$ cat config.mk
export PLATFORM = sky130hd
export DESIGN_NAME = wvsd_norm_cell
export DESIGN_NICKNAME = d
export VERILOG_FILES = /design/src/rtl/wvsd_pkg.sv /design/src/rtl/wvsd_norm_cell.sv
export SDC_FILE = /design/constraint.sdc
export NUM_CORES = 1
export LEC_CHECK = 0
export BUFFER_PORTS_ARGS = -buffer_cell sky130_fd_sc_hd__buf_2
export CAP_MARGIN = 20
export CORE_MARGIN = 4
export CORE_UTILIZATION = 44
export CTS_CLUSTER_DIAMETER = 30
export DETAILED_ROUTE_END_ITERATION = 8
export PLACE_DENSITY_LB_ADDON = 0.3
export SLEW_MARGIN = 20
export SYNTH_ARGS = -nofsm -noshare
export SYNTH_HDL_FRONTEND = slang
export SYNTH_SLANG_ARGS = --single-unit
$ cat constraint.sdc
create_clock -name clk -period 1.52 [get_ports clk]
set_clock_uncertainty 0.2 [all_clocks]
set_input_delay 0 -clock clk [delete_from_list [all_inputs] [get_ports clk]]
set_output_delay 0 -clock clk [all_outputs]
set_load 0.01 [all_outputs]
$ cat src/rtl/wvsd_pkg.sv
package wvsd_pkg;

  localparam int PRESHIFT = 20;

  localparam logic [31:0] ANG_90 = 32'd589824000;
  localparam logic [31:0] ANG_180 = 32'd1179648000;
  localparam logic [31:0] ANG_360 = 32'd2359296000;
  localparam logic [31:0] ANG_HALF_LSB = 32'd32768;

  localparam logic [15:0] DIR_NORTH = 16'd36000;

  localparam int NORM_BITS = 30;
  localparam int NORM_STEPS = 5;

  localparam int QW = 29;
  localparam logic [QW-1:0] RAD_TO_ANG = 29'd375493620;

  typedef struct packed {
    logic miss;
    logic calm;
    logic xneg;
    logic yneg;
    logic last;
  } side_t;

  typedef struct packed {
    logic              neg;
    logic signed [31:0] z;
  } ang_t;

  function automatic logic [31:0] atan_entry(input int idx);
    logic [31:0] val;
    case (idx)
      0: val = 32'd294912000;
      1: val = 32'd174096719;
      2: val = 32'd91987925;
      3: val = 32'd46694507;
      4: val = 32'd23437865;
      5: val = 32'd11730358;
      6: val = 32'd5866610;
      7: val = 32'd2933484;
      8: val = 32'd1466764;
      9: val = 32'd733385;
      10: val = 32'd366693;
      11: val = 32'd183346;
      12: val = 32'd91673;
      13: val = 32'd45837;
      14: val = 32'd22918;
      15: val = 32'd11459;
      16: val = 32'd5730;
      17: val = 32'd2865;
      18: val = 32'd1432;
      19: val = 32'd716;
      20: val = 32'd358;
      21: val = 32'd179;
      22: val = 32'd90;
      23: val = 32'd45;
      default: val = '0;
    endcase
    return val;
  endfunction

endpackage

$ cat src/rtl/wvsd_norm_cell.sv
module wvsd_norm_cell #(
  parameter int MW = 38,
  parameter int SH = 16
) (
  input  logic          clk,
  input  logic          en,
  input  logic [MW-1:0] mx_in,
  input  logic [MW-1:0] my_in,
  output logic [MW-1:0] mx_r,
  output logic [MW-1:0] my_r
);

  logic          big;
  logic [MW-1:0] mx_nxt;
  logic [MW-1:0] my_nxt;

  always_comb begin
    big    = 64'(mx_in) >= (64'd1 << (wvsd_pkg::NORM_BITS + SH - 1));
    mx_nxt = big ? (mx_in >> SH) : mx_in;
    my_nxt = big ? (my_in >> SH) : my_in;
  end

  always_ff @(posedge clk) begin
    if (en) begin
      mx_r <= mx_nxt;
      my_r <= my_nxt;
    end
  end

endmodule

# After elaboration in Yosys (flattened, before gate mapping)
# Cells that the tools add are included.
[totals] word_cells=2 output_inout_bits=76 inputBits=78 ff_bits=76

# Longest topological paths before layout
[logic_depth] word_depth=0 ltp_mapped=0 ltp_nobuf=0

# Worst setup path after synthesis
# No wires, ideal clock.
[synth_path] kind="reg2out" startpoint="register mx_r[0]" endpoint="output mx_r[0]" required_time_ps=1320 path_stages_with_launch=1 n_path_buf=0 path_slack_ps=926 t_arrival_ps=394 path_cell_list="edfxtp_1"
[synth_rtl] element="from (decl)" line_no="wvsd_norm_cell.sv:9" source="output logic [MW-1:0] mx_r,"
[synth_rtl] element="from (signal assigned)" line_no="wvsd_norm_cell.sv:25" source="mx_r <= mx_nxt;"
# No word-level cell between the ends.

# Final worst setup path
[layout_path] startpoint="register my_r[20]" endpoint="output my_r[20]"
[layout_rtl] element="from (decl)" line_no="wvsd_norm_cell.sv:10" source="output logic [MW-1:0] my_r"
[layout_rtl] element="from (signal assigned)" line_no="wvsd_norm_cell.sv:26" source="my_r <= my_nxt;"
# No word-level cell between the ends.

==> run summary <==
Clock input transition at the sequential cells of the worst setup and hold paths -> 0.07 ns
Number of buffers and inverters on the critical path -> 1
Effective utilization at floorplan -> 0.4677
Total setup buffers inserted after CTS -> 0
Synth area leaders -> sky130_fd_sc_hd__edfxtp_1
Worst hold path endpoint -> mx_r[0]$_DFFE_PP_
Depth of the worst hold-timing path -> 2
Remaining Overflow, GRT -> 0
Chip width -> 80.02 um
CP Capture Type -> output port
Avg Vias per Cell -> 4.357
Top cell type by total area after synthesis -> sky130_fd_sc_hd__edfxtp_1
1st-iter DRT viols -> 110
Number of multi-input combinational cells -> 0
Count of standard-cell rows -> 25
Number of synthesized register bits -> 76
I/O Pins -> 154
Floorplan die area -> 6403 um2
Number of port buffers -> 153
Number of sinks handled by clock tree synthesis -> 76
Final setup violation count -> 0
Crit path max-delay family -> flip-flops
DRC violation count after routing -> 0
Average wire per cell in the routed design -> 17.05 um
Wire length after detailed routing -> 6634 um
Mapped cell area -> 2282 um2
Gate count of the mapped netlist -> 76
Number of global-route vias before repair -> 1886
Fraction of layout instances using a drive strength above 1 -> 0.5093
Overall Global Routing Usage -> 0.2129
Post-Syn Nets -> 154
Max-Cap Viols -> 0
Global routing usage on met3 -> 0.08126
Overall die height -> 80.02 um
Data required time of the critical path -> 1.32 ns
Total area of multi-input combinational cells -> 0 um2
Min setup slack post-route -> 0.4110 ns
CTS tree -> built
Total vias in the final route -> 1695
Highest-delay cell along the critical path -> sky130_fd_sc_hd__edfxtp_1
H-tree depth -> 3
Crit Path Max Fanout -> 1
Fraction of met2 tracks used by global routing -> 0.3916
Type of the worst min-delay path -> input pin to register
Power density relative to cell area -> 1097 nW/um2
Final-stage net count -> 395
Final weighted congestion of routability-driven global placement -> 0.6909
Number of distinct standard cells referenced by the synthesized netlist -> 1
Leak Pwr -> 1.759 nW
Worst path max stage delay -> 0.41 ns
TritonCTS Buffers -> 9
Detailed-routing iteration count for the pre-antenna-repair pass -> 4
CTS root buf -> sky130_fd_sc_hd__clkbuf_8
Mapped Avg Cell Area -> 30.03 um2
Proportion of synthesized chip area in sequential cells -> 1.000
Crit path time final -> 1.109 ns
Final clock period utilization by the worst path -> 0.7296
Diodes inserted -> 0
Worst-margin pin slew -> 0.3875 ns
Maximum count of clock buffers along a single path -> 2
Placement Setup Slack -> 0.5120 ns
Setup CP Type -> register to output port
Number of hold-slack violations in the final timing report -> 0
Global-route wire length before repair -> 9680 um
Data arrival at the endpoint of the critical path -> 0.91 ns
Final slew viol count -> 0
Worst max-slew margin expressed relative to the limit -> 0.7417
Core Box Area -> 4880 um2
Overall power of the completed layout -> 4.487 mW
Sequence of cells on the critical path -> buf_2
Maximum VDD drop -> 1.014 mV
Hold path startpoint -> en
Total negative slack for setup checks -> 0 ns
Setup repair after global routing missed its margin -> no
ANT nets after route -> 0
Status -> finished clean
Number of antenna violations at the first check in global routing -> 0
Timing-limited maximum frequency -> 901.7 MHz
Layer with the highest usage -> met2
Post-synth top area share -> 1.000
Pin count of the biggest net entering global routing -> 77
Synth warnings -> 0
Met1 Use GR -> 0.2124
Critical path startpoint category -> register
Area Growth Syn to Fin -> 79.17%
[registers in the layout, indices dropped and copies added (netlist names)]
signal / flops
mx_r: 38
my_r: 38
[layer usage]
layer | wire length, um | vias up
li1 | - | 791
met1 | 2260 | 787
met2 | 3512 | 105
met3 | 730 | 12
met4 | 130 | 0
met5 | 0 | -
[metrics by stage]
stage                     instance area (um2)  cells  utilization  hold WS, ns
final                                    4089    389       0.8379      0.02018
after global routing                     4089    389       0.8379      0.01163
after CTS                                4089    389       0.8379     0.003218
after floorplan                          2282     76            -      -0.1011
after detailed placement                 3152    297       0.6459     -0.02190
after global placement                   3152    297       0.6459     -0.02408
[worst max-delay path by stage]
stage	startpoint	endpoint	slack, ns	cells after the start
2_1_floorplan	mx_r[0]$_DFFE_PP_	mx_r[0]	0.93	0
3_5_place_dp	en	mx_r[13]$_DFFE_PP_	0.51	2
4_1_cts	mx_r[35]$_DFFE_PP_	mx_r[35]	0.43	1
3_3_place_gp	en	mx_r[13]$_DFFE_PP_	0.52	2
6_report	my_r[20]$_DFFE_PP_	my_r[20]	0.41	1
5_1_grt	my_r[32]$_DFFE_PP_	my_r[32]	0.39	1
[cell usage after synthesis (all sizes together)]
cell	number
edfxtp	76
[kinds of logic (layout without fill, tap and decap cells)]
group / Yosys count / in the layout / share of synthesized area
flops: 76 / 76 / 1.000
buf+inv: 0 / 246 / 0
[cells in the final DEF (no fill, tap or decap), drive strengths merged]
cell	instances
edfxtp	76
clkbuf	13
bufinv	1
buf	154
clkinv	2
dlygate4sd3	76
[where the power goes]
| group | internal (mW) | switching, mW | total, mW |
|---|---|---|---|
| clock | 0.752 | 0.646 | 1.40 |
| sequential | 2.49 | 0.0434 | 2.53 |
| combinational | 0.305 | 0.252 | 0.556 |
| total | 3.55 | 0.941 | 4.49 |
[area by class of cell]
cell class	count	area (um2)
repair buffers	230	1546
well taps	67	83.83
clock inverters	3	37.54
fillers	253	790.8
flip-flops and latches	76	2282
clock buffers	13	138.9
[repair_timing]
item                                    in CTS  in global routing
resized for setup                            0                  0
hold buffers                                76                  0
hold endpoints to repair                    76                  0
endpoints found under the setup margin       0                  0
No activity file was read; power rests on OpenSTA's default activity.
