===== src/rtl/wvsd_pkg.sv =====
package wvsd_pkg;

  localparam int PRESHIFT = 20;

  localparam logic [31:0] ANG_90 = 32'd589824000;
  localparam logic [31:0] ANG_180 = 32'd1179648000;
  localparam logic [31:0] ANG_360 = 32'd2359296000;
  localparam logic [31:0] ANG_HALF_LSB = 32'd32768;

  localparam logic [15:0] DIR_NORTH = 16'd36000;

  localparam int NORM_BITS = 30;
  localparam int NORM_STEPS = 5;

  localparam int QW = 29;
  localparam logic [QW-1:0] RAD_TO_ANG = 29'd375493620;

  typedef struct packed {
    logic miss;
    logic calm;
    logic xneg;
    logic yneg;
    logic last;
  } side_t;

  typedef struct packed {
    logic              neg;
    logic signed [31:0] z;
  } ang_t;

  function automatic logic [31:0] atan_entry(input int idx);
    logic [31:0] val;
    case (idx)
      0: val = 32'd294912000;
      1: val = 32'd174096719;
      2: val = 32'd91987925;
      3: val = 32'd46694507;
      4: val = 32'd23437865;
      5: val = 32'd11730358;
      6: val = 32'd5866610;
      7: val = 32'd2933484;
      8: val = 32'd1466764;
      9: val = 32'd733385;
      10: val = 32'd366693;
      11: val = 32'd183346;
      12: val = 32'd91673;
      13: val = 32'd45837;
      14: val = 32'd22918;
      15: val = 32'd11459;
      16: val = 32'd5730;
      17: val = 32'd2865;
      18: val = 32'd1432;
      19: val = 32'd716;
      20: val = 32'd358;
      21: val = 32'd179;
      22: val = 32'd90;
      23: val = 32'd45;
      default: val = '0;
    endcase
    return val;
  endfunction

endpackage


===== src/rtl/wvsd_div_cell.sv =====
module wvsd_div_cell (
  input  logic                          clk,
  input  logic                          en,
  input  logic [wvsd_pkg::NORM_BITS-1:0] rem_in,
  input  logic [wvsd_pkg::QW-1:0]        nq_in,
  input  logic [wvsd_pkg::NORM_BITS-1:0] d_in,
  output logic [wvsd_pkg::NORM_BITS-1:0] rem_r,
  output logic [wvsd_pkg::QW-1:0]        nq_r,
  output logic [wvsd_pkg::NORM_BITS-1:0] d_r
);

  localparam int DW = wvsd_pkg::NORM_BITS;
  localparam int QW = wvsd_pkg::QW;

  logic [DW:0]   r2;
  logic [DW:0]   diff;
  logic          ge;
  logic [DW-1:0] rem_nxt;
  logic [QW-1:0] nq_nxt;

  // The remainder stays below the divisor, so the shifted trial fits in DW+1 bits.
  always_comb begin
    r2      = {rem_in, nq_in[QW-1]};
    ge      = r2 >= {1'b0, d_in};
    diff    = r2 - {1'b0, d_in};
    rem_nxt = ge ? diff[DW-1:0] : r2[DW-1:0];
    nq_nxt  = {nq_in[QW-2:0], ge};
  end

  always_ff @(posedge clk) begin
    if (en) begin
      rem_r <= rem_nxt;
      nq_r  <= nq_nxt;
      d_r   <= d_in;
    end
  end

endmodule


===== config.mk =====
export PLATFORM = sky130hd
export DESIGN_NAME = wvsd_div_cell
export DESIGN_NICKNAME = d
export VERILOG_FILES = /design/src/rtl/wvsd_pkg.sv /design/src/rtl/wvsd_div_cell.sv
export SDC_FILE = /design/constraint.sdc
export NUM_CORES = 1
export LEC_CHECK = 0
export BUFFER_PORTS_ARGS = -buffer_cell sky130_fd_sc_hd__buf_4
export CORE_MARGIN = 2
export CORE_UTILIZATION = 25
export DETAILED_ROUTE_END_ITERATION = 12
export GPL_TIMING_DRIVEN = 0
export PLACE_DENSITY_LB_ADDON = 0.2
export SETUP_SLACK_MARGIN = 0.1
export SYNTH_ARGS = -nofsm -noshare
export SYNTH_HDL_FRONTEND = slang
export SYNTH_SLANG_ARGS = --single-unit
export TNS_END_PERCENT = 5

===== constraint.sdc =====
create_clock -name clk -period 2.9 [get_ports clk]
set_input_delay 0.145 -clock clk [delete_from_list [all_inputs] [get_ports clk]]
set_output_delay 0.145 -clock clk [all_outputs]
set_load 0.01 [all_outputs]

; After elaboration in Yosys (flattened, before gate mapping)
; Cells that the tools add are included.
[classes]
n_mux = 1
add_sub_neg = 1
magnitude_cmp = 1
[op_table]
columns = cell, count
row1 = $ge A31 B30 Y1, 1
row2 = $mux W30, 1
row3 = $sub A30 B30 Y30, 1
[totals]
regBits = 89
in_bits = 91
out_inout_bits = 89

; Longest topological paths before layout
[logic_depth]
depth_word = 2
depth_mapped = 11
depth_no_buf = 11

; Least setup slack after synthesis
; Ideal clock, no wire load.
[synth_timing]
path_type = in2reg
start = input nq_in[28] (netlist bit)
end = register rem_r[14] (netlist bit), data pin
stages = 11
required_ps = 2640
path_buffers = 0
setup_time_ps = 260
slack_ps = 361
arrival_ps = 2280
cell_sequence = inv_1 > ha_1 > fa_1 > nand2b_1 > a2111oi_2 > nor2_1 > o21ai_1 > a31oi_1 > o21ai_0 > xor2_1 > mux2_2
[synth_between]
elab_chain_len = 2
word_cells_on_any_way = 3
classes_between = add/sub: 1 / order compare: 1 / mux: 1
[synth_lines]
columns = item, line
row1 = from (decl), wvsd_div_cell.sv:5  ; input logic [wvsd_pkg::QW-1:0] nq_in,
row2 = $sub A30 B30 Y30 or $ge A31 B30 Y1 (tied branches), "wvsd_div_cell.sv:25, wvsd_div_cell.sv:24"
row3 = $mux W30 *, wvsd_div_cell.sv:26  ; rem_nxt = ge ? diff[DW-1:0] : r2[DW-1:0];
row4 = net rem_nxt[14], wvsd_div_cell.sv:18  ; logic [DW-1:0] rem_nxt;
row5 = to (signal assigned), wvsd_div_cell.sv:32  ; rem_r <= rem_nxt;
row6 = to (decl), wvsd_div_cell.sv:7  ; output logic [wvsd_pkg::NORM_BITS-1:0] rem_r,
; The timed path passes the listed nets; every way through them passes the cells marked *.
; A chain may end at the register's enable or synchronous reset.

; Worst setup path after layout
[layout_timing]
start = input d_in[18] (netlist bit)
end = register rem_r[17] (netlist bit), data pin
[layout_between]
elab_chain_len = 2
[layout_lines]
columns = item, line
row1 = from (decl), wvsd_div_cell.sv:6  ; input logic [wvsd_pkg::NORM_BITS-1:0] d_in,
row2 = $ge A31 B30 Y1, wvsd_div_cell.sv:24  ; ge = r2 >= {1'b0, d_in};
row3 = $mux W30, wvsd_div_cell.sv:26
row4 = net rem_nxt[17], wvsd_div_cell.sv:18
; The timed path passes the listed nets, and every way through them passes these cells.

==> flow_summary_export.csv <==
group,metric,value,unit
setup_path,crit_path_max_incr_delay,0.53,ns
drt,vias,3917,
logic_synthesis,synth_mux_area_share,6.36,%
logic_synthesis,synthTopCellsByArea,"edfxtp_1 (56%), ha_1 (7.9%), mux2_2 (6.1%)",
clock_tree,cts_buffers,9,
setup_path,cp-end-kind,"flop",
clock_tree,clk_path_buf_depth,2,
setup_path,cp_cell_sequence,"dlygate4sd3_1 -> buf_4 -> inv_1 -> ha_1 -> a21oi_2 -> o21a_1 -> o21ai_0 -> or2_4 -> a21oi_4 -> buf_6 -> mux2_2",
grt,grt_pass1_vias,4053,
floorplan,die-area,0.0202,sq mm
logic_synthesis,seq_area_frac_synth,56.1,%
layout,nNetsFinal,756,
timing,holdWs,0.0255,ns
timing,min_period,2.69,ns
worst_hold_path,hold_path.class,"in -> reg",
grt,grt_overflow,0,
run_status,status,"finished clean",
logic_synthesis,avgSynthCellArea,12.3,sq um
logic_synthesis,synth_nets,509,
power_and_ir_drop,leakage,3.16,nW
floorplan,fp.coreArea,0.0187,sq mm
setup_path,crit_type,"in -> reg",
placed_design,placedCellCount,800,
grt,grt_use_met1,16.7,%
setup_path,path_max_fanout,10,
drt,wl_per_cell,15.0,um
grt,grt_max_degree,90,
floorplan,start_util,25.5,%
logic_synthesis,synth_flop_cell,"edfxtp_1",
grt,track_usage,13.1,%
floorplan,io_pins,180,
timing,slew_headroom,22.2,%
drt,drc,0,
clock_tree,cts-root-buf,"clkbuf_16",
layout,drive_gt1_share,37.2,%
logic_synthesis,synth_compound_area_share,12.2,%
logic_synthesis,synth-xor-area-share,4.78,%
logic_synthesis,synthCells,387,
worst_hold_path,min_from,"d_in[1]",
drt,firstDrtPassIters,4,
setup_path,crit_path_start_kind,"input pin",
grt,use_met3,3.26,%
logic_synthesis,synth_adder_area_share,8.30,%
clock_tree,cts_tree,"done",
logic_synthesis,synth_top_cells_by_count,"edfxtp_1 (89), inv_1 (41), ha_1 (30), a21oi_1 (27), mux2_2 (26)",
logic_synthesis,synth-seq-cells,89,
floorplan,row_count,50,
logic_synthesis,synth_top_cell_by_area,"edfxtp_1",
layout,register_area,0.00267,sq mm
setup_path,startpoint,"d_in[18]",
clock_tree,clk_pin_slew,0.07,ns
logic_synthesis,synth-simple-area-share,8.04,%
logic_synthesis,ys_types,46,
logic_synthesis,syn-cell-area,0.00476,sq mm
clock_tree,htreeDepth,3,
grt,busiest_layer,"met2",
flow_run,maxCapViolCount,0,
clock_tree,clock-sinks,89,
drt,postRouteWirelength,13100,um
timing,hold_viol_final,0,
setup_path,worst_ep_required_time,2.99,ns
drt,via_per_inst,4.49,
logic_synthesis,yosysTopAreaCellShare,56.1,%
drt,drt-initial-drc-count,202,
floorplan,die_x,142,um
logic_synthesis,async_flop_share,0,%
placed_design,dp_hpwl,9720,um
timing,tightest_slew,1.17,ns
timing,finalCritPeriodShare,92.8,%
drt,ant_nets,0,
layout,nFillCells,1828,
power_and_ir_drop,power.density,508,mW/mm^2
timing,slew_violations,0,
grt,grt_pass1_wl,20600,um
layout,diodes,0,
grt,met2_usage,21.7,%
layout,post_layout_nonfiller_instances,873,
timing,setup_viol,0,
setup_path,cpMaxStageDelayCell,"dlygate4sd3_1",
timing,fmax,0.372,GHz
placed_design,globalplace.congestion,0.833,
logic_synthesis,synth_enable_flop_cells,89,
layout,multi_input_comb_area,0.00195,sq mm
power_and_ir_drop,vdd_drop_max,0.259,mV
setup_path,worstPathArrival,2.78,ns
placed_design,port_buffers,179,
layout,area_growth,53.3,%
floorplan,die_y,142,um
grt,grt_antenna_before_repair,0,
timing,rsz0062_at_grt,"yes",
logic_synthesis,synth_top_family_by_area,"compound AO/OA/AOI/OAI gates",
power_and_ir_drop,finalPower,0.00371,W
logic_synthesis,yosysMostFrequentCell,"edfxtp_1",
logic_synthesis,yosysWarnings,0,
==> where the power goes <==
| group | leakage [nW] | internal (W) | switching (W) | total (W) |
|---|---|---|---|---|
| Clock | 0.131 | 0.000585 | 0.000511 | 0.00110 |
| Combinational | 2.16 | 0.000524 | 0.000468 | 0.000993 |
| Sequential | 0.871 | 0.00159 | 0.0000379 | 0.00162 |
| Total | 3.16 | 0.00270 | 0.00102 | 0.00371 |
==> cell families (layout without fill, tap and decap cells) <==
kind of cell / count (synthesis) / after routing
buf+inv: 48 / 300
fa+ha+maj: 31 / 31
flops: 89 / 89
compound gates: 88 / 88
mux: 27 / 27
xor+xnor: 26 / 26
simple gates: 78 / 78
==> worst paths after layout <==
kind	end	slack (ns)	cells past startpoint
max	rem_r[17]$_DFFE_PP_	0.21	11
min	d_r[1]$_DFFE_PP_	0.03	1
==> sequential cells by signal, indices dropped and copies added, names as in the netlist <==
| register | count |
|---|---|
| rem_r | 30 |
| nq_r | 29 |
| d_r | 30 |
==> cell usage in the layout, fill, tap and decap left out, types with 7 or more instances in the layout <==
cell type and n:
a21o_1 17, a21oi_1 24, buf_4 179, clkbuf_16 9, dlygate4sd3_1 57, edfxtp_1 89
ha_1 29, inv_1 41, mux2_2 26, nand2_1 18, nand3_1 11, nor2_1 18
nor3_1 7, o21ai_0 15, xnor2_1 16, xor2_1 10
==> cell type report <==
class | instances | share of cell area, %
flip-flops and latches | 89 | 36.6
multi-input cells | 250 | 26.7
repair buffers | 236 | 26.2
well taps | 234 | 4.01
clock buffers | 10 | 3.13
inverters | 41 | 2.11
plain buffers | 7 | 0.685
clock inverters | 6 | 0.582
==> stage by stage <==
stage | utilization, % | setup slack (ns) | setup TNS, ns | area (sq um)
final | 39.1 | 0.209 | 0 | 7300
after CTS | 38.7 | 0.138 | 0 | 7240
after detailed placement | 34.2 | -0.101 | -0.132 | 6400
after global routing | 39.1 | 0.0830 | 0 | 7300
after global placement | 34.2 | -0.0924 | -0.110 | 6400
after floorplan | - | 0.361 | 0 | 4760
==> repair_timing <==
item / in CTS / in global routing
setup buffers: 0 / 0
hold endpoints to repair: 57 / 0
setup endpoints to repair: 0 / 29
gates resized for setup: 0 / 14
hold buffers: 57 / 0
==> per-layer routing <==
layer / vias to the layer above / routed length [um]
met4: 0 / 181
met5: - / 0
met1: 1837 / 5960
met2: 145 / 6050
li1: 1924 / -
met3: 11 / 901
==> worst max-delay path, delay by kind of cell <==
family          cells  cell delay, ns
buf+inv             4            0.87
compound gates      4            0.70
fa+ha+maj           1            0.38
mux                 1            0.35
simple gates        1            0.32
Power figures use the tool's default switching activity.
