--- src/rtl/wvsd_pkg.sv ---
package wvsd_pkg;

  localparam int PRESHIFT = 20;

  localparam logic [31:0] ANG_90 = 32'd589824000;
  localparam logic [31:0] ANG_180 = 32'd1179648000;
  localparam logic [31:0] ANG_360 = 32'd2359296000;
  localparam logic [31:0] ANG_HALF_LSB = 32'd32768;

  localparam logic [15:0] DIR_NORTH = 16'd36000;

  localparam int NORM_BITS = 30;
  localparam int NORM_STEPS = 5;

  localparam int QW = 29;
  localparam logic [QW-1:0] RAD_TO_ANG = 29'd375493620;

  typedef struct packed {
    logic miss;
    logic calm;
    logic xneg;
    logic yneg;
    logic last;
  } side_t;

  typedef struct packed {
    logic              neg;
    logic signed [31:0] z;
  } ang_t;

  function automatic logic [31:0] atan_entry(input int idx);
    logic [31:0] val;
    case (idx)
      0: val = 32'd294912000;
      1: val = 32'd174096719;
      2: val = 32'd91987925;
      3: val = 32'd46694507;
      4: val = 32'd23437865;
      5: val = 32'd11730358;
      6: val = 32'd5866610;
      7: val = 32'd2933484;
      8: val = 32'd1466764;
      9: val = 32'd733385;
      10: val = 32'd366693;
      11: val = 32'd183346;
      12: val = 32'd91673;
      13: val = 32'd45837;
      14: val = 32'd22918;
      15: val = 32'd11459;
      16: val = 32'd5730;
      17: val = 32'd2865;
      18: val = 32'd1432;
      19: val = 32'd716;
      20: val = 32'd358;
      21: val = 32'd179;
      22: val = 32'd90;
      23: val = 32'd45;
      default: val = '0;
    endcase
    return val;
  endfunction

endpackage

--- src/rtl/wvsd_cordic_cell.sv ---
module wvsd_cordic_cell #(
  parameter int XW    = 39,
  parameter int STAGE = 0
) (
  input  logic                 clk,
  input  logic                 en,
  input  logic signed [XW-1:0] x_in,
  input  logic signed [XW-1:0] y_in,
  input  logic signed [31:0]   z_in,
  output logic signed [XW-1:0] x_r,
  output logic signed [XW-1:0] y_r,
  output logic signed [31:0]   z_r
);

  localparam logic signed [31:0] ATAN = wvsd_pkg::atan_entry(STAGE);

  logic signed [XW-1:0] xs;
  logic signed [XW-1:0] ys;
  logic signed [XW-1:0] x_nxt;
  logic signed [XW-1:0] y_nxt;
  logic signed [31:0]   z_nxt;

  always_comb begin
    xs = x_in >>> STAGE;
    ys = y_in >>> STAGE;
    if (!y_in[XW-1]) begin
      x_nxt = x_in + ys;
      y_nxt = y_in - xs;
      z_nxt = z_in + ATAN;
    end else begin
      x_nxt = x_in - ys;
      y_nxt = y_in + xs;
      z_nxt = z_in - ATAN;
    end
  end

  always_ff @(posedge clk) begin
    if (en) begin
      x_r <= x_nxt;
      y_r <= y_nxt;
      z_r <= z_nxt;
    end
  end

endmodule

--- config.mk ---
export PLATFORM = sky130hd
export DESIGN_NAME = wvsd_cordic_cell
export DESIGN_NICKNAME = d
export VERILOG_FILES = /design/src/rtl/wvsd_pkg.sv /design/src/rtl/wvsd_cordic_cell.sv
export SDC_FILE = /design/constraint.sdc
export NUM_CORES = 1
export LEC_CHECK = 0
export ABC_AREA = 1
export BUFFER_PORTS_ARGS = -buffer_cell sky130_fd_sc_hd__buf_4
export CORE_MARGIN = 3
export CORE_UTILIZATION = 45
export DETAILED_ROUTE_END_ITERATION = 7
export PLACE_DENSITY = 0.69
export REMOVE_ABC_BUFFERS = 1
export SYNTH_ARGS = -nofsm -noshare
export SYNTH_HDL_FRONTEND = slang
export SYNTH_SLANG_ARGS = --single-unit
--- constraint.sdc ---
create_clock -name clk -period 2.1 [get_ports clk]
set_input_delay 0.105 -clock clk [delete_from_list [all_inputs] [get_ports clk]]
set_output_delay 0.105 -clock clk [all_outputs]
set_load 0.02 [all_outputs]
Yosys cells after proc, flatten, opt, wreduce, memory -nomap -nowiden

Cells that the tools add are included.

Order comparisons: 0
Muxes and demuxes: 3
Add/sub/neg operators: 5
Shifts and indexed selects: 0
Reductions and logical operators: 0
Multipliers: 0
Equal/unequal tests: 0
Bitwise operators: 0
Div/mod/pow operators: 0

Operators by type and width:

| kind                                                                   | number |
|---|---|
| 39-bit two-way mux                                                     | 2 |
| 39-bit subtractor                                                      | 2 |
| 39-bit adder                                                           | 1 |
| 32-bit by 30-bit adder with 32-bit output (second input constant)      | 1 |
| 32-bit two-way mux                                                     | 1 |
| 32-bit by 30-bit subtractor with 32-bit output (second input constant) | 1 |

Word-level logic and storage cells: 11
Bits of input ports: 112
Latch bits: 0
Bits in writable memories: 0
ROM bits: 0
Memories: 0
Register bits after elaboration: 110

Depth between registers and ports, before layout

Word-level depth: 2
Mapped depth: 18
Mapped depth without buffers: 17

Least setup slack after synthesis

Ideal clock, no wire load.

Path type: input to register
From: input y_in[38]
To: register z_r[29], data pin
Library setup time: 0.259 ns
Path slack: -0.003 ns
Data arrival time: 1.844 ns
Cell stages on the path: 13
Cell sequence: buf_4 -> inv_1 -> buf_6 -> clkbuf_8 -> ha_1 -> a21oi_1 -> nand2_1 -> a21oi_1 -> inv_1 -> a21o_1 -> nand2_1 -> nand2_1 -> xor2_1

Longest elaborated chain between the ends: 1

Ends and longest elaborated chain:

| what                 | RTL line               | text |
|---|---|---|
| start, declared      | wvsd_cordic_cell.sv:8  | `input logic signed [XW-1:0] y_in,` |
| 32-bit two-way mux   | wvsd_cordic_cell.sv:26 | `if (!y_in[XW-1]) begin` |
| net z_nxt[29]        | wvsd_cordic_cell.sv:21 | `logic signed [31:0] z_nxt;` |
| end signal, assigned | wvsd_cordic_cell.sv:41 | `z_r <= z_nxt;` |
| end, declared        | wvsd_cordic_cell.sv:12 | `output logic signed [31:0] z_r` |

The timed path passes the listed nets, and every way through them passes these cells.
A chain may end at the register's enable or synchronous reset.

Worst setup path after layout

From: input y_in[31]
To: register y_r[38], data pin

Longest elaborated chain between the ends: 2
Elaborated cells between the ends (all ways): 3
Those cells by class: add/sub (2); mux (1)

Ends and longest elaborated chain:

| what                                                     | RTL line                                       | text |
|---|---|---|
| 39-bit subtractor / 39-bit adder (equally long branches) | wvsd_cordic_cell.sv:28, wvsd_cordic_cell.sv:32 |  |
| 39-bit two-way mux (*)                                   | wvsd_cordic_cell.sv:26                         |  |
| net y_nxt[38]                                            | wvsd_cordic_cell.sv:20                         | `logic signed [XW-1:0] y_nxt;` |
| end signal, assigned                                     | wvsd_cordic_cell.sv:40                         | `y_r <= y_nxt;` |
| end, declared                                            | wvsd_cordic_cell.sv:11                         | `output logic signed [XW-1:0] y_r,` |

The timed path passes the listed nets; every way through them passes the cells marked *.

==> reports/qor.log <==
INFO  status         run_status=finished clean
INFO  logic_synthesis syn_area_per_cell=6.43um2
INFO  power_and_ir_drop power.share.clock=0.198
INFO  drt            count_of_routing_violations_after_the_opening_detailed_route_iteration=1345
INFO  worst_setup_path timing.critical_path.to_type=flip-flop
INFO  worst_setup_path critPathSlowestCell=sky130_fd_sc_hd__ha_1
INFO  die            core_area=29000um2
INFO  logic_synthesis postSynth.topFlopCell=sky130_fd_sc_hd__edfxtp_1
INFO  power_and_ir_drop switching_power=4.12mW
INFO  cts            cts_inserted_buffers=9
INFO  worst_setup_path timing.critical_path.from_type=input port
INFO  logic_synthesis number_of_storage_elements_in_the_synthesis_netlist=109
INFO  grt            groute.usage.overall=0.326
INFO  placement      place.gp.congestion=1.04
INFO  power_and_ir_drop reg_power_frac=0.294
INFO  logic_synthesis synthArstFlopShare=0
INFO  worst_setup_path worstPathBufferInverterCount=2
INFO  die            dieHeight=178um
INFO  timing         finalHoldViolCount=0
INFO  timing         finalHoldWorstSlack=0.0440ns
INFO  worst_setup_path cp_common_cell=sky130_fd_sc_hd__nand2_1
INFO  logic_synthesis synth_warnings=0
INFO  worst_setup_path worst_path_largest_cell_delay=0.44ns
INFO  logic_synthesis synth_most_common_cell=sky130_fd_sc_hd__nand2_1
INFO  drt            dr.pass1.iters=6
INFO  drt            routed_via_density=5.12
INFO  drt            drc_violation_count_after_routing=0
INFO  power_and_ir_drop cellInternalPower=5.65mW
INFO  grt            maximum_number_of_pins_on_one_net_before_global_route_repair=84
INFO  timing         slew_violations=0
INFO  logic_synthesis synth-seq-area-share=0.245
INFO  drt            wl_per_cell=17.6um
INFO  cts            cts_root_buffer=sky130_fd_sc_hd__clkbuf_16
INFO  power_and_ir_drop cellLeakagePower=9.92nW
INFO  drt            ant_nets=0
INFO  worst_setup_path arrival=2.11ns
INFO  timing         relSlewSlack=0.329
INFO  timing         layout_min_cycle_time=1.98ns
INFO  final_layout   fraction_of_final_layout_cells_with_drive_strength_greater_than_1=0.263
INFO  placement      post-dp-hpwl=44300um
INFO  logic_synthesis most_used_standard_cells_in_the_synthesized_netlist=sky130_fd_sc_hd__nand2_1 (691), sky130_fd_sc_hd__inv_1 (352), sky130_fd_sc_hd__nand3_1 (169)
INFO  power_and_ir_drop power.switching_fraction=0.422
INFO  final_layout   diodes=0
INFO  timing         pin_slew_with_the_least_headroom_to_its_limit=1.01ns
INFO  grt            grt_pass1_vias=14.9k
INFO  worst_setup_path crit_family=simple AND/OR/NAND/NOR gates
INFO  power_and_ir_drop power-per-cell-area=541nW/um2
INFO  worst_setup_path path_cells=buf_4 > ha_1 > buf_4 > nand2_1 > nor2_2 > nand2_2 > nor2_4 > nand2_1 > nor2_1 > nor2_1 > nand3_1 > nand2_1 > nand2_1 > nand2_1
INFO  final_layout   areaGrowthSynthToFinish=35.2%
INFO  grt            global_route_wire_length_before_repair=80000um
INFO  logic_synthesis synth_enable_flop_cells=109
INFO  worst_hold_path worst_hold_path_type=input port to flip-flop
INFO  worst_setup_path path_class=input port to flip-flop
INFO  power_and_ir_drop totalPowerFinal=9.78mW
INFO  timing         timing.final.crit_share=0.943
INFO  final_layout   stdcell_count=2993
INFO  power_and_ir_drop max-vdd-ir-drop=401uV
INFO  cts            clk_transition_reported_paths=0.09ns
INFO  logic_synthesis yosysTopAreaCell=sky130_fd_sc_hd__edfxtp_1
INFO  grt            grt_overflow_total=0
INFO  power_and_ir_drop combinationalPowerShare=0.508
INFO  die            floorplan.die.width=178um
INFO  grt            antenna_found_initial=0
INFO  cts            cts_post_setup_buffers_inserted=0
INFO  final_layout   nNetsFinal=2846
INFO  drt            detail_route.wirelength=52700um
INFO  cts            cts_htree_levels=3
INFO  die            ioPinCount=222
INFO  logic_synthesis ys_types=40
INFO  job            cap_viol_max_count=0
INFO  cts            cts.sinks=109
INFO  logic_synthesis synth_top_cells_by_area=sky130_fd_sc_hd__edfxtp_1 (24%), sky130_fd_sc_hd__nand2_1 (19%), sky130_fd_sc_hd__ha_1 (12%), sky130_fd_sc_hd__inv_1 (9.9%), sky130_fd_sc_hd__nand3_1 (6.3%)
INFO  placement      place.detailed.instances=2959
INFO  timing         grt_setup_unrepaired=no
INFO  timing         finalSetupViolCount=0
INFO  logic_synthesis yosysTopAreaCellShare=0.245
INFO  worst_setup_path path_max_fanout=5
INFO  die            initial_utilization=0.461
INFO  drt            vias_post_dr=15.3k
INFO  logic_synthesis syn-cell-area=13400um2
INFO  worst_setup_path worst-endpoint-required=2.23ns
INFO  die            placement_rows=62
INFO  cts            tritoncts=yes
INFO  final_layout   fillerInstances=2723
INFO  die            die_area=31800um2
INFO  placement      io_buffer_count=221
INFO  cts            max-clock-path-buffers=2
INFO  timing         fmax=505MHz
INFO  logic_synthesis netlist_instances=2081
[stage by stage]
step	instance area [um2]	utilization	TNS, ns	worst slack [ns]
after floorplan	13000	-	-6.40	-0.875
after global placement	17600	0.605	-7.56	-0.260
after detailed placement	17600	0.605	-8.38	-0.260
after CTS	18100	0.622	0	0.133
after global routing	18100	0.623	0	0.0105
final	18100	0.623	0	0.120
[cell type report]
| cell class | instances | area [um2] | area share |
|---|---|---|---|
| clock buffers | 9 | 225 | 0.0125 |
| clock inverters | 7 | 91.3 | 0.00505 |
| inverters | 371 | 1390 | 0.0770 |
| multi-input cells | 1550 | 8330 | 0.460 |
| flip-flops and latches | 109 | 3270 | 0.181 |
| well taps | 384 | 480 | 0.0266 |
| repair buffers | 563 | 4300 | 0.238 |
[cell families (layout without fill, tap and decap cells)]
family	Yosys count	count (layout)	share of synthesized area
AOI/OAI and AO/OA	260	260	0.109
xor gates and xnor gates	46	46	0.0301
adders and majority gates	130	130	0.124
buffers and inverters	422	950	0.135
DFF	109	109	0.245
and+or+nand+nor	1114	1114	0.357
[path summary, 6_finish.rpt]
kind | startpoint | cells past startpoint | slack [ns] | end
max | y_in[31] | 14 | 0.12 | y_r[38]
min | z_in[18] | 2 | 0.04 | z_r[18]
[sequential cells by signal (all words and copies together), names as in the netlist]
register and cells:
x_r 39, y_r 38, z_r 32
[per-layer routing]
metal	part of all wire	wire, um	vias up	global-route usage
li1	-	-	7589	-
met1	0.45	23900	7094	0.448
met2	0.46	24400	567	0.552
met3	0.066	3460	64	0.0341
met4	0.019	1010	0	0.0734
met5	0	0	-	0
[cells in the final DEF, fill, tap and decap left out, drive strengths merged, types with 9 or more instances in the layout]
| cell | netlist | layout |
|---|---|---|
| nand2 | 722 | 722 |
| buf | 46 | 545 |
| inv | 371 | 373 |
| nor2 | 179 | 179 |
| nand3 | 178 | 178 |
| a21oi | 127 | 127 |
| ha | 126 | 126 |
| edfxtp | 109 | 109 |
| o21ai | 90 | 90 |
| xor2 | 42 | 42 |
| dlygate4sd3 | 0 | 18 |
| o21bai | 17 | 17 |
| nand4 | 12 | 12 |
| nor3 | 11 | 11 |
| clkbuf | 5 | 9 |
[repair_timing]
item	4_1_cts	5_1_grt
hold buffers	18	0
setup endpoints to repair	0	11
hold endpoints to repair	18	0
resized for setup	0	10
[power groups by stage]
stage / registers (mW) / clock network, mW / logic (mW)
2_1_floorplan: 3.29 / 0 / 2.10
3_3_place_gp: 2.91 / 0 / 4.77
3_5_place_dp: 2.92 / 0 / 4.82
4_1_cts: 2.88 / 1.96 / 4.88
5_1_grt: 2.91 / 2.03 / 5.37
6_report: 2.88 / 1.94 / 4.97
Note: power is estimated with default switching activity, not from simulation.
