===== src/rtl/wvsd_sqrt_cell.sv =====
module wvsd_sqrt_cell #(
  parameter int NW = 32,
  parameter int K  = 15
) (
  input  logic          clk,
  input  logic          en,
  input  logic [NW-1:0] op_in,
  input  logic [NW-1:0] res_in,
  output logic [NW-1:0] op_r,
  output logic [NW-1:0] res_r
);

  localparam logic [NW-1:0] ONE = {{(NW-1){1'b0}}, 1'b1} << (2 * K);

  logic [NW:0]   trial;
  logic          ge;
  logic [NW-1:0] op_nxt;
  logic [NW-1:0] res_nxt;

  always_comb begin
    trial   = {1'b0, res_in} + {1'b0, ONE};
    ge      = {1'b0, op_in} >= trial;
    op_nxt  = ge ? (op_in - trial[NW-1:0]) : op_in;
    res_nxt = ge ? ((res_in >> 1) + ONE) : (res_in >> 1);
  end

  always_ff @(posedge clk) begin
    if (en) begin
      op_r  <= op_nxt;
      res_r <= res_nxt;
    end
  end

endmodule


===== config.mk =====
export PLATFORM = sky130hd
export DESIGN_NAME = wvsd_sqrt_cell
export DESIGN_NICKNAME = d
export VERILOG_FILES = /design/src/rtl/wvsd_sqrt_cell.sv
export SDC_FILE = /design/constraint.sdc
export NUM_CORES = 1
export LEC_CHECK = 0
export BUFFER_PORTS_ARGS = -buffer_cell sky130_fd_sc_hd__buf_2
export CAP_MARGIN = 20
export CORE_UTILIZATION = 53
export DETAILED_ROUTE_END_ITERATION = 6
export HOLD_SLACK_MARGIN = 0.15
export PLACE_DENSITY = 0.82
export RECOVER_POWER = 100
export SYNTH_ARGS = -nofsm -noshare
export SYNTH_HDL_FRONTEND = slang
export SYNTH_SLANG_ARGS = --single-unit

===== constraint.sdc =====
create_clock -name clk -period 5.25 [get_ports clk]
set_input_delay 1.3125 -clock clk [delete_from_list [all_inputs] [get_ports clk]]
set_output_delay 1.3125 -clock clk [all_outputs]
set_load 0.01 [all_outputs]

Word level (Yosys, flattened, before mapping)

Cells that the tools add are included.

Muxes and demuxes: 2
Magnitude comparators: 1
$add $sub $neg: 3

Operator list:

| operator                                       | number |
|---|---|
| adder 32 x 31 -> 33 bit, second input constant | 1 |
| greater-or-equal comparator 32 x 33 -> 1 bit   | 1 |
| adder 31 x 31 -> 32 bit, second input constant | 1 |
| two-way mux 32 bit                             | 1 |
| subtractor 32 bit                              | 1 |
| two-way mux 31 bit                             | 1 |

Flip-flop bits (word level): 64
Logic and storage cells: 9
Bits of input ports: 66

Longest topological paths before layout

Gate-level depths: netlist of run 1.

Depth in word-level cells: 3
Mapped depth: 12
Depth with buffers taken out: 11

Worst setup path after synthesis of run 1

Ideal clock, no wire load.

Path type: input -> register
Start point: in res_in[11]
End point: reg op_r[10] (data pin)
Slack: 1.342 ns
Data required time: 4.990 ns
Stages: 11
Arrival time: 3.648 ns
Library setup time: 0.260 ns
Cell sequence: inv_1 ha_1 and3_1 and4_1 o21ai_2 a41oi_4 a41oi_2 a211o_1 a21oi_4 buf_6 mux2_2

Word-level cells in the longest chain between the ends: 3

RTL lines:

| item                                         | line | source |
|---|---|---|
| start: declaration                           | 8    | `input logic [NW-1:0] res_in,` |
| adder 32 x 31 -> 33 bit                      | 21   | `trial = {1'b0, res_in} + {1'b0, ONE};` |
| greater-or-equal comparator 32 x 33 -> 1 bit | 22   | `ge = {1'b0, op_in} >= trial;` |
| two-way mux 32 bit                           | 23   | `op_nxt = ge ? (op_in - trial[NW-1:0]) : op_in;` |
| via op_nxt[10]                               | 17   | `logic [NW-1:0] op_nxt;` |
| end signal: assignment                       | 29   | `op_r <= op_nxt;` |
| end: declaration                             | 9    | `output logic [NW-1:0] op_r,` |

The timed path passes the listed nets, and every way through them passes these cells.
A chain may end at the register's enable or synchronous reset.

Worst setup path in the final report of run 1

Start point: in op_in[10]
End point: reg op_r[5] (data pin)

Word-level cells in the longest chain between the ends: 2

RTL lines:

| item                                         | line | source |
|---|---|---|
| start: declaration                           | 7    | `input logic [NW-1:0] op_in,` |
| greater-or-equal comparator 32 x 33 -> 1 bit | 22   |  |
| two-way mux 32 bit                           | 23   |  |
| via op_nxt[5]                                | 17   |  |

The timed path passes the listed nets, and every way through them passes these cells.

==> results of run 1 <==
-- routing by layer --
layer  vias up  track usage [%]  part of all wire (%)
met2       154             39.6                    49
met1      1591             28.5                    43
li1       1681                -                     -
met4         0             9.26                   2.1
met5         -                0                     0
met3        22             5.19                   6.2
-- placed cells by master (no fill, tap or decap), types with 4 or more instances in the layout --
cell type	count
clkbuf_1	80
nand4_1	14
o21ai_0	18
nand2_1	23
a21o_1	8
xnor2_1	14
a31oi_1	5
buf_2	52
ha_1	33
inv_1	33
clkbuf_8	9
mux2_1	10
and2_1	4
nand3_1	7
o21bai_1	4
nor2b_1	5
mux2_2	20
a21oi_1	32
xor2_1	14
edfxtp_1	64
nor2_1	13
-- where the power goes --
group	switching [mW]	internal, mW	total [mW]
Clock	0.186	0.166	0.352
Combinational	0.237	0.174	0.412
Sequential	0.0154	0.634	0.650
-- per-stage QoR --
step | instances | cell area (um2) | hold WS, ns
2_1_floorplan | 378 | 4210 | 1.41
3_3_place_gp | 601 | 4930 | 1.50
3_5_place_dp | 601 | 4930 | 1.50
4_1_cts | 616 | 5090 | 1.14
5_1_grt | 616 | 4980 | 1.15
6_report | 616 | 4980 | 1.15
-- area by class of cell --
cell class,instances,area (um2),share of cell area (%)
tap,102,128,2.56
multi-input combinational,271,2090,42.0
clock buffer,11,131,2.64
clock inverter,4,22.5,0.452
timing repair buffer,131,558,11.2
sequential,64,1920,38.6
inverter,33,124,2.49
-- kinds of logic after synthesis --
group                      Yosys count  synth area share, %
muxes                               32                 8.50
DFF                                 64                 45.7
adders and majority gates           34                 10.3
buffers and inverters               43                 4.43
and+or+nand+nor                     84                 10.5
xor gates and xnor gates            28                 5.83
AOI/OAI and AO/OA                   93                 14.8
-- state kept, by name (all words and copies together), names as in the netlist --
name   cells
op_r      32
res_r     32
-- how the worst max path moves through the flow --
stage | startpoint | end | slack (ns) | cells past startpoint
2_1_floorplan | res_in[11] | op_r[10] | 1.34 | 11
3_3_place_gp | res_in[11] | op_r[17] | 0.91 | 12
3_5_place_dp | res_in[5] | op_r[20] | 0.83 | 12
4_1_cts | res_in[5] | op_r[20] | 1.19 | 12
5_1_grt | res_in[10] | op_r[19] | 0.53 | 12
6_report | op_in[10] | op_r[5] | 0.78 | 11
==> results.md, run 1 <==
* CTS max path bufs at 2
* CP top delay family: compound AO/OA/AOI/OAI gates
* Synthesized area at 0.00421 mm2
* Power, Total at 1.41 mW
* Synth-to-Final Area Change at 18.3%
* Relative slew slack at -26.4%
* Vias in the first global route at 3453
* Unrepaired setup endpoints after global routing: no
* WL/cell at 15.3 um
* Number of vias in the routed layout at 3448
* Cts hold-fix bufs at 0
* Status: complete, but fails checks
* Final Slew Violations at 67
* FMAX at 0.224 GHz
* Total track usage at 23.2%
* Resize count post-CTS at 0
* Number of detailed-route iterations in the first pass at 5
* Final core occ at 64.8%
* Hold Fails Final Rpt at 0
* N_diodes at 0
* # port buffers at 129
* DP HPWL at 7280 um
* Vias per inst at 5.60
* Min-Delay Endpoint: res_r[9]
* Ys async rst share at 0%
* Clk root buf: clkbuf_8
* Post-CTS setup buffer count at 0
* Initial core utilization at 54.8%
* Sink Count at 64
* Layout cell share with drive strength beyond 1 at 18.7%
* CP Data Arrival Time at 4.56 ns
* Final setup margin at 0.782 ns
* Htree depth at 3
* Largest area contributor in the netlist: edfxtp_1
* Total global routing overflow at 0
* Post-synth top flop: edfxtp_1
* Final WL at 9410 um
* Die Span Y at 91.1 um
* Critical path's slowest cell: clkbuf_2
* DR DRC count at 0
* # IOs at 130
* Post-Syn Instances at 378
* Most instantiated cells after synthesis: 64 x edfxtp_1, 33 x ha_1, 33 x inv_1
* Clock transition at path regs at 0.07 ns
* Post-route ant nets at 0
* Period Utilization, post-route at 85.1%
* First-pass GRT wire length at 15300 um
* Worst vdd ir at 0.158 mV
* Netlist cell types at 51
* Synth top area cells: edfxtp_1 46%, ha_1 9.8%, mux2_2 5.4%
* Power Density at 284 mW/mm2
* CP endpoint kind: register
* Routability congestion estimate at 0.895
* Critical path required time at 5.34 ns
* Nets at 610
* Place WS at 0.834 ns
* Sequential share of the synthesized area at 45.7%
* CTS tree: yes
* CORE AREA at 0.00769 mm2
* Actual slew at the worst max-slew pin at 1.90 ns
* Die area at 0.00830 mm2
* Max-capacitance violation count at 2
* Endpoints failing setup at 0
* Hold path depth at 1
* Std-Cell Rows at 32
* Fillcell total at 647
* Post-synth top area share at 45.7%
* Worst setup SP type: primary input
* Failing checks: capacitance limit, slew limit
* Crit-path cells: buf_2 -> ha_1 -> a21oi_1 -> o21ai_0 -> a31oi_1 -> a41oi_4 -> a41oi_1 -> a211o_1 -> a21oi_4 -> clkbuf_2 -> mux2_1
* Critical path fanouts, max at 34
* Max stage delay on crit path at 0.52 ns
* Number of synthesized flops with an enable pin at 64
* Syn_area_per_cell at 11.1 um2
* Initial antenna violation count at 0
* Leak at 2.04 nW
* Buffers plus inverters on the worst setup path at 2
* Post-Synthesis Net Count at 478
* Number of synthesized register bits at 64
* Ys Warns at 0
* Setup TNS at 0 ns
* Detailed Route Iter0 Violations at 162
* Most common cell in the netlist: edfxtp_1
* Largest net degree at the start of global routing at 36
* Final Critical Period at 4.47 ns
* TritonCTS Buffers at 9
* CP Class: primary input to register
* Min-delay worst type: primary input to register
* Min-delay src: res_in[10]
* Die width at 91.1 um
Note: power is estimated with default switching activity, not from simulation.
==> run 2, diff against run 1 <==
- CORE_UTILIZATION: 53 -> 50
- PLACE_DENSITY: 0.82 -> 0.78
==> run 2 against run 1 <==
  * The flow still finishes with violations (capacitance limit, slew limit)
  * Sequential power barely moved
  * Hold slack improved by 0.0025 ns
  * Maximum frequency fell by 0.59%
  * Global-route usage fell by 0.96 points
  * Power rose by 3.4%
  * Count of clock-buffer cells in the layout did not move
  * Die area rose by 5.9%
  * Setup slack got worse by 0.027 ns
  * Non-clock buffer count did not move
  * Clock power rose by 15%
  * Sequential share of layout area fell by 0.19 points
  * Critical path type unchanged
  * Critical endpoint is now op_r[6]
  * Highest routed layer unchanged
==> results.md, run 2 (synthesis results as in run 1) <==
* Status: complete, but fails checks
* Failing checks: capacitance limit, slew limit
* WL/cell at 15.2 um (-0.70%)
* Period Utilization, post-route at 85.6% (+0.51 points)
* Most frequent cells in the layout: 82 x clkbuf_1, 64 x edfxtp_1, 49 x buf_2
* Initial core utilization at 51.5% (-3.3 points)
* Power Density at 292 mW/mm2 (+2.9%)
* First-pass GRT wire length at 15300 um (-0.22%)
* Power, Total at 1.46 mW (+3.4%)
* Design area at 0.00500 mm2 (+0.50%)
* Clk root buf: clkbuf_8
* CP Data Arrival Time at 4.58 ns (+0.02 ns)
* Final Critical Period at 4.49 ns (+0.0266 ns)
* Htree depth at 3 (unchanged)
* Endpoints failing setup at 0 (unchanged)
* Die Span Y at 93.8 um (+2.9%)
* CP Class: primary input to register
* Detailed Route Iter0 Violations at 155 (-4.3%)
* Max-capacitance violation count at 2 (unchanged)
* CTS tree: yes
* Largest regs: op_r (32), res_r (32)
* Min-delay worst type: primary input to register
* Post-Place Cell Area at 0.00494 mm2 (about the same)
* Cts hold-fix bufs at 0 (unchanged)
* # IOs at 130 (unchanged)
* Critical path required time at 5.34 ns (about the same)
* Die area at 0.00879 mm2 (+5.9%)
* Synth-to-Final Area Change at 18.9%
* CTS max path bufs at 2 (unchanged)
* Relative slew slack at -27.9% (-1.5 points)
* Register area at 0.00192 mm2 (unchanged)
* DR DRC count at 0 (unchanged)
* M2 GR Usage at 36.7% (-3.0 points)
* GR Util met1 at 28.2% (-0.34 points)
* TritonCTS Buffers at 9 (unchanged)
* Final Slew Violations at 67 (unchanged)
* Fillcell total at 771 (+19%)
* Sink Count at 64 (unchanged)
* Vias in the first global route at 3333 (-3.5%)
* Routability congestion estimate at 0.858 (-4.1%)
* Unrepaired setup endpoints after global routing: no
* Die width at 93.8 um (+2.9%)
* Actual slew at the worst max-slew pin at 1.92 ns (+0.0226 ns)
* DP HPWL at 7180 um (-1.3%)
* N_diodes at 0 (unchanged)
* Number of detailed-route iterations in the first pass at 5 (unchanged)
* CP endpoint kind: register
* Final Hold Slack at 1.15 ns (+0.00250 ns)
* FMAX at 0.222 GHz (-0.59%)
* Vias per inst at 5.48 (-2.1%)
* Most common cell after layout, fill and taps aside: clkbuf_1
* Most used routing layer in global routing: met2
* Post-CTS setup buffer count at 0 (unchanged)
* Clock transition at path regs at 0.07 ns (about the same)
* Nets at 610 (unchanged)
* Total track usage at 22.3% (-0.96 points)
* Total global routing overflow at 0 (unchanged)
* Std-Cell Rows at 33 (+3.1%)
* Finished Layout Cells at 620 (+0.65%)
* Post-route ant nets at 0 (unchanged)
* Critical path fanouts, max at 34 (unchanged)
* Multi-input gate area at 0.00209 mm2 (unchanged)
* Hold Fails Final Rpt at 0 (unchanged)
* Resize count post-CTS at 0 (unchanged)
* Number of vias in the routed layout at 3399 (-1.4%)
* Final WL at 9400 um (about the same)
* Largest net degree at the start of global routing at 36 (unchanged)
* GRT met3 Usage at 6.96% (+1.8 points)
* Setup TNS at 0 ns (unchanged)
* Worst vdd ir at 0.161 mV (+1.7%)
* # port buffers at 129 (unchanged)
* Worst setup SP type: primary input
* Layout cell share with drive strength beyond 1 at 17.9% (-0.81 points)
* Leak at 2.04 nW (+0.24%)
* Initial antenna violation count at 0 (unchanged)
* Placed insts at 604 (+0.50%)
* CORE AREA at 0.00818 mm2 (+6.3%)
==> run 2: cell types whose count changed in the layout (fill, tap and decap cells not counted) <==
cell | previous run | this run
buf_2 | 52 | 49
clkbuf_1 | 80 | 82
clkinv_1 | 0 | 2
buf_1 | 0 | 1
bufinv_16 | 0 | 1
clkinv_2 | 3 | 2
clkinvlp_4 | 1 | 0
==> run 2: report_power, final <==
| part | total (mW) | internal, mW | leakage (nW) | switching, mW |
|---|---|---|---|---|
| Sequential | 0.648 | 0.634 | 0.626 | 0.0144 |
| Combinational | 0.409 | 0.174 | 1.32 | 0.236 |
| Clock | 0.404 | 0.215 | 0.0922 | 0.189 |
| Total | 1.46 | 1.02 | 2.04 | 0.439 |
==> run 2: cell type report <==
type / count / share of cell area [%]
Clock inverter: 5 / 0.950
Tap cell: 105 / 2.63
Clock buffer: 11 / 2.63
Inverter: 33 / 2.48
Sequential cell: 64 / 38.4
Timing Repair Buffer: 131 / 11.1
Multi-Input combinational cell: 271 / 41.8
==> run 2: per-layer routing <==
layer	routed length, um	vias up
li1	-	1677
met1	4030	1585
met2	4580	121
met3	676	16
met4	120	0
met5	0	-
==> run 2: worst max-delay path, stage by stage <==
cell      delay, ns
buf_2          0.09
inv_1          0.04
ha_1           0.36
a21oi_1        0.24
o21ai_0        0.12
a31oi_1        0.35
a41oi_4        0.22
a41oi_1        0.49
a211o_1        0.24
a21oi_4        0.05
clkbuf_2       0.53
mux2_1         0.51
==> run 2: metrics by stage <==
stage	utilization [%]	worst slack (ns)
global placement	60.4	0.882
detailed placement	60.4	0.783
floorplan	-	1.34
finish	61.2	0.755
global route	61.2	0.506
CTS	62.6	1.13
==> run 2: worst paths after layout <==
path,start,to,slack [ns],cells past startpoint
worst max-delay path,res_in[10],op_r[6],0.76,12
worst min-delay path,res_in[2],res_r[1],1.15,1
==> run 3, diff against run 2 <==
- ABC_AREA: not set -> 1
- PLACE_DENSITY: 0.78 -> 0.76
==> run 3 against run 2 <==
  * The run still ends with capacitance limit, slew limit left
  * Via count is 41% higher
  * Largest cell class unchanged
  * Final cell count is 60% higher
  * Area after synthesis is 20% higher
  * First-iteration DRC count is 55% higher
  * Maximum frequency is 13% higher
  * Hold slack worse by 0.0011 ns
  * Sequential share of layout area is 5.7 points lower
==> results.md, run 3 <==
* Post-CTS setup buffer count at 0 (unchanged)
* Htree depth at 3 (unchanged)
* Relative slew slack at -129% (-100 points)
* Final setup margin at 1.28 ns (+0.526 ns)
* Netlist cell types at 26 (-49%)
* Post-Syn Instances at 720 (+90%)
* DP HPWL at 10700 um (+49%)
* Sink Count at 64 (unchanged)
* Post-Synthesis Net Count at 820 (+72%)
* Min-delay worst type: primary input to register
* Worst setup SP type: primary input
* CP Data Arrival Time at 3.84 ns (-0.74 ns)
* Number of synthesized flops with an enable pin at 64 (unchanged)
* Initial antenna violation count at 0 (unchanged)
* Hold Fails Final Rpt at 0 (unchanged)
* DR DRC count at 0 (unchanged)
* First-pass GRT wire length at 21200 um (+39%)
* Most common cell after layout, fill and taps aside: nand2_1
* Leak at 3.19 nW (+56%)
* Die area at 0.0105 mm2 (+20%)
* Power, Total at 1.59 mW (+8.5%)
* Min-Delay Endpoint: res_r[2]
* Failing checks: capacitance limit, slew limit
* Resize count post-CTS at 0 (unchanged)
* Most instantiated cells after synthesis: 299 x nand2_1, 153 x inv_1, 64 x edfxtp_1
* Die width at 102 um (+9.3%)
* Hold path depth at 1 (unchanged)
* TritonCTS Buffers at 9 (unchanged)
* CTS tree: yes
* Nets at 954 (+56%)
* Actual slew at the worst max-slew pin at 3.43 ns (+1.51 ns)
* Clk root buf: clkbuf_8
* CP Class: primary input to register
* Total track usage at 26.7% (+4.4 points)
* Status: complete, but fails checks
* Total global routing overflow at 0 (unchanged)
* Initial core utilization at 51.7% (+0.17 points)
* Final Critical Period at 3.97 ns (-0.526 ns)
* # IOs at 130 (unchanged)
* Clock transition at path regs at 0.08 ns (about the same)
* Routability congestion estimate at 0.850 (-0.92%)
* Endpoints failing setup at 0 (unchanged)
* Post-synth top area share at 38.1% (-7.6 points)
* Synthesized area at 0.00505 mm2 (+20%)
* FMAX at 0.252 GHz (+13%)
* Synth top area cells: edfxtp_1 38%, nand2_1 22%, inv_1 11%
* Critical path required time at 5.13 ns (-0.21 ns)
* Ys Warns at 0 (unchanged)
* Final Slew Violations at 65 (-3.0%)
* Buffers plus inverters on the worst setup path at 2 (-1)
* Critical path's slowest cell: clkbuf_1
* Largest regs: op_r (32), res_r (32)
* Syn_area_per_cell at 7.01 um2 (-37%)
* Most frequent cells in the layout: 309 x nand2_1, 153 x inv_1, 77 x clkbuf_1
* Max stage delay on crit path at 2.40 ns (+1.87 ns)
* Layout cell share with drive strength beyond 1 at 9.09% (-8.8 points)
* Sequential share of the synthesized area at 38.1% (-7.6 points)
* Most common cell in the netlist: nand2_1
* Die Span Y at 102 um (+9.3%)
* Std-Cell Rows at 36 (+9.1%)
* Worst vdd ir at 0.146 mV (-9.1%)
* Min-delay src: res_in[3]
* Number of vias in the routed layout at 4783 (+41%)
* Largest net degree at the start of global routing at 65 (+81%)
* Vias per inst at 4.83 (-12%)
* Cts hold-fix bufs at 0 (unchanged)
* CTS max path bufs at 2 (unchanged)
* WP depth at 2 (-10)
* Largest area contributor in the netlist: edfxtp_1
* Vias in the first global route at 4526 (+36%)
* Crit-path cells: buf_2 -> clkbuf_1
* Ys async rst share at 0% (unchanged)
* N_diodes at 0 (unchanged)
* Unrepaired setup endpoints after global routing: no
* Max-capacitance violation count at 1 (-1)
* Critical path fanouts, max at 64 (+88%)
* Post-route ant nets at 0 (unchanged)
* Setup TNS at 0 ns (unchanged)
* Power Density at 270 mW/mm2 (-7.6%)
* CP endpoint kind: register
* Place WS at 1.59 ns (+0.802 ns)
* Number of synthesized register bits at 64 (unchanged)
* Period Utilization, post-route at 75.6% (-10 points)
* CP top delay family: buffers and inverters
* CORE AREA at 0.00977 mm2 (+20%)
* Final WL at 13300 um (+42%)
* WL/cell at 13.4 um (-11%)
* Detailed Route Iter0 Violations at 240 (+55%)
* # port buffers at 129 (unchanged)
* Number of detailed-route iterations in the first pass at 5 (unchanged)
* Synth-to-Final Area Change at 16.3%
* Post-synth top flop: edfxtp_1
==> run 3: cell count changes after synthesis, moves of 13 or more <==
cell,change
nor2_1,+24
nand2_2,+13
nand2_1,+276
o21ai_0,-15
inv_1,+120
mux2_2,-20
xnor2_1,-13
nand3_1,+29
==> run 3: through the flow <==
stage               hold WS [ns]  utilization [%]  instance area [um2]  cells
floorplan                   1.41                -                 5050    720
global placement            1.50             59.3                 5800    976
detailed placement          1.51             59.3                 5800    976
CTS                         1.14             61.4                 6000    991
global route                1.13             60.1                 5870    991
finish                      1.15             60.1                 5870    991
==> run 3: how the worst max path moves through the flow <==
stage	start	to	slack, ns
after global routing	en	res_r[27]	1.02
final	en	res_r[27]	1.28
after floorplan	res_in[30]	op_r[10]	2.16
after CTS	res_in[30]	res_r[31]	1.94
after detailed placement	res_in[30]	res_r[31]	1.59
after global placement	op_in[23]	op_r[27]	1.64
==> run 3: routing by layer <==
| metal | track usage [%] | routed length, um | up-vias |
|---|---|---|---|
| met1 | 35.7 | 6310 | 2152 |
| met3 | 4.65 | 723 | 12 |
| met2 | 44.8 | 6140 | 149 |
| li1 | - | - | 2470 |
| met4 | 6.04 | 133 | 0 |
| met5 | 0 | 0 | - |
==> run 3: cell families after synthesis <==
kind of cell	after synthesis	synth area share, %
simple gates	422	35.5
xor+xnor	14	2.43
compound gates	25	2.53
fa+ha+maj	34	8.58
flops	64	38.1
buf+inv	161	12.9
==> run 3: final cells by class <==
cell class                      instances  area, um2
Timing Repair Buffer                  130        556
Tap cell                              133        166
Clock inverter                          5       72.6
Inverter                              154        581
Clock buffer                           10        128
Sequential cell                        64       1920
Multi-Input combinational cell        495       2450
Fill cell                             992       3900
==> run 3: power by group <==
group | leakage (nW) | internal [mW] | switching [mW]
sequential | 0.625 | 0.638 | 0.0144
clock | 0.101 | 0.261 | 0.194
combinational | 2.46 | 0.156 | 0.321
total | 3.19 | 1.06 | 0.530
